**config.mk**
```make
export PLATFORM = sky130hd
export DESIGN_NAME = tdh_ram
export DESIGN_NICKNAME = d
export VERILOG_FILES = /design/src/tdh_ram.sv
export SDC_FILE = /design/constraint.sdc
export NUM_CORES = 1
export LEC_CHECK = 0
export BUFFER_PORTS_ARGS = -buffer_cell sky130_fd_sc_hd__buf_2
export CAP_MARGIN = 10
export CORE_MARGIN = 2
export CORE_UTILIZATION = 65
export DETAILED_ROUTE_END_ITERATION = 10
export PLACE_DENSITY = 0.91
export SYNTH_ARGS = -nofsm -noshare
export SYNTH_HDL_FRONTEND = slang
export SYNTH_SLANG_ARGS = --single-unit
```
**constraint.sdc**
```tcl
create_clock -name clk_i -period 3.5 [get_ports clk_i]
set_input_delay 0.175 -clock clk_i [delete_from_list [all_inputs] [get_ports clk_i]]
set_output_delay 0.175 -clock clk_i [all_outputs]
set_load 0.005 [all_outputs]
```
**src/tdh_ram.sv**
```systemverilog
// generic single-port-write, registered-read ram
module tdh_ram #(
  parameter int WIDTH = 8,
  parameter int DEPTH = 16
) (
  input  logic                     clk_i,
  input  logic                     we_i,
  input  logic [$clog2(DEPTH)-1:0] waddr_i,
  input  logic [WIDTH-1:0]         wdata_i,
  input  logic [$clog2(DEPTH)-1:0] raddr_i,
  output logic [WIDTH-1:0]         rdata_o
);
  logic [WIDTH-1:0] mem [DEPTH];

  always_ff @(posedge clk_i) begin
    if (we_i) begin
      mem[waddr_i] <= wdata_i;
    end
    rdata_o <= mem[raddr_i];
  end
endmodule

```
==> results.py <==
metrics = {
    "worst_setup_path": {
        "crit_fanout": 32,
        "crit_chain": "buf_2 > mux4_1 > a22oi_1 > nand2_1",
        "crit_start": "raddr_i[0]",
        "slowest_stage": "buf_2",
        "end_kind": "flop",
        "cp-endpoint": "rdata_o[1]",
        "cp.arrival_ns": 2.07,
        "reg2reg_depth": 3,
        "cp_slowest_stage_delay_ns": 0.76,
        "r2r_slack_ns": 2.06,
        "cp-start-kind": "primary input",
        "worstReg2RegStart": "mem[1][2]",
        "reg2reg_to": "rdata_o[2]",
        "crit_type": "in2reg",
        "cp.required_ns": 3.91,
    },
    "yosys": {
        "netlist.area_leader.share_pct": 74.67,
        "synth_area_mm2": 0.005147,
        "ys_ff_latch": 136,
        "syn_nets": 247,
        "synthTopCellsByArea": "edfxtp_1 75%, mux4_2 7.9%, mux4_1 7.1%",
        "ys_warn_count": 0,
        "synthDistinctLibCells": 19,
        "synth_cells": 229,
        "yosys.area.top_type": "edfxtp_1",
        "synth-seq-area-share_pct": 77.78,
        "syn_avg_cell_area_um2": 22.48,
    },
    "die": {
        "rows": 32,
        "start_util_pct": 66.96,
        "core_area_mm2": 0.007687,
        "dieArea_mm2": 0.008647,
        "die_y_um": 92.99,
        "die_x_um": 92.99,
        "io_pins": 26,
    },
    "sta": {
        "period_minus_slack_ns": 1.660,
        "drv_slew": 0,
        "setup_viol": 0,
        "hold_viol": 0,
        "max_slew_margin_pct": 31.58,
        "min_period_over_period_pct": 47.44,
        "tightestPinTransition_ns": 1.026,
        "fin_skew_ns": 0.01102,
        "fmax_mhz": 602.2,
        "tns_ns": 0,
        "rsz0062_at_grt": "no",
    },
    "cts": {
        "cts_setup_buffers": 0,
        "hold_buffers": 0,
        "ctsLongestPathBuffers": 2,
        "cts_resized": 0,
        "clk_pin_slew_ns": 0.06,
        "htreeDepth": 4,
        "cts_buffers": 17,
        "cts-root-buf": "clkbuf_8",
        "worstSkewPairLatency_ns": 0.53,
        "cts_sinks": 136,
        "cts_tree": "built",
    },
    "hold_path": {
        "hp-class": "in2reg",
        "min_from": "wdata_i[0]",
    },
    "cells_and_area": {
        "fin_cells": 382,
        "mostFrequentLayoutCells": "128 x edfxtp_1, 26 x buf_2, 18 x mux4_2",
        "drive_above_1_share_pct": 28.57,
        "area_delta_synth_final_pct": 16.16,
        "final_core_util_pct": 77.78,
        "layout_commonest_cell": "edfxtp_1",
        "antennaDiodeCount": 0,
        "postLayoutCellArea_mm2": 0.005979,
        "fin_nets": 285,
    },
    "power": {
        "power_density_mw_per_mm2": 654.0,
        "cellLeakagePower_uw": 0.002024,
        "irDropWorstVdd_uv": 443.9,
    },
    "placed_design": {
        "dp_cells": 349,
        "dp_hpwl_um": 5805,
        "io_buffers": 25,
        "place_area_mm2": 0.005336,
        "place_congestion": 0.7670,
    },
    "global_route": {
        "grt_pass1_vias": 2605,
        "gr-usage-all-layers_pct": 26.87,
        "grt_pass1_wl_um": 15610,
        "grt_max_degree": 33,
        "grt_remaining_overflow": 0,
        "antenna_found_initial": 0,
    },
    "routing": {
        "dr.pass1.iters": 5,
        "num_vias": 2521,
        "drt-total-wl_um": 10310,
        "drtAntennaViolNets": 0,
        "drc": 0,
        "vias_per_cell": 6.599,
        "wire_per_inst_um": 27.00,
        "drt_iter0_markers": 293,
    },
    "status": {
        "status": "finished, final reports clean",
    },
    "run": {
        "cap_violations": 0,
    },
}
layout make-up:
cell class	count	area (um2)
clock buffers	17	414.1
clock inverters	15	224.0
repair buffers	29	152.6
flip-flops and latches	136	4004
fillers	397	1708
well taps	102	127.6
multi-input cells	83	1057
synth_stat cells:
cell / count
nand2b_1: 2
dfxtp_1: 8
mux4_2: 18
nand3_1: 1
buf_4: 1
mux4_1: 14
nor2_1: 13
edfxtp_1: 128
a22oi_1: 16
nor3_1: 4
and2_1: 1
and2b_1: 1
nand2_1: 9
or3b_2: 1
clkdlybuf4s25_2: 3
nand3b_1: 2
nor2b_1: 1
buf_2: 3
buf_6: 3
how the worst min path moves through the flow:
| stage | cells past startpoint | slack (ns) | end |
|---|---|---|---|
| 2_1_floorplan | 0 | 0.27 | mem[0][0] |
| 3_3_place_gp | 1 | 0.55 | rdata_o[0] |
| 3_5_place_dp | 1 | 0.55 | rdata_o[5] |
| 4_1_cts | 1 | 0.01 | mem[9][3] |
| 5_1_grt | 1 | 0.03 | mem[9][3] |
| 6_report | 1 | 0.02 | mem[8][0] |
sequential cells by signal (all words and copies together), names as in the netlist:
name and flops:
mem 128, rdata_o 8
stage by stage:
step                power, uW  hold slack [ns]  setup slack, ns
finish                   3910          0.02389            1.840
global route             4008          0.03045            1.754
CTS                      3918          0.01272            1.825
detailed placement       2023           0.5527            1.287
global placement         2013           0.5520            1.375
floorplan                1956           0.2739            1.832
routing by layer:
layer | up-vias | global-route usage, % | share of wire (%)
met1 | 1283 | 37.43 | 38
met4 | 0 | 13.85 | 3.1
met3 | 26 | 7.655 | 8.4
met2 | 162 | 39.86 | 50
li1 | 1050 | - | -
met5 | - | 0 | 0
critical path: cells and delay by family:
family / cells / cell delay (ns)
multiplexers: 1 / 0.67
AO/OA/AOI/OAI: 1 / 0.32
AND/OR/NAND/NOR: 1 / 0.11
buffers and inverters: 1 / 0.76
logic make-up (layout without fill, tap and decap cells):
logic type,after synthesis,in the layout,share of synthesized area [%]
DFF,136,136,77.78
and+or+nand+nor,35,35,3.184
muxes,32,32,15.02
AOI/OAI and AO/OA,16,16,2.334
buffers and inverters,10,61,1.677
report_power, final:
part	internal, uW	switching (uW)	total (uW)
logic	65.4	94.5	160
clock network	1230	685	1920
registers	1820	12.4	1830
total	3120	792	3910
Note: power is estimated with default switching activity, not from simulation.
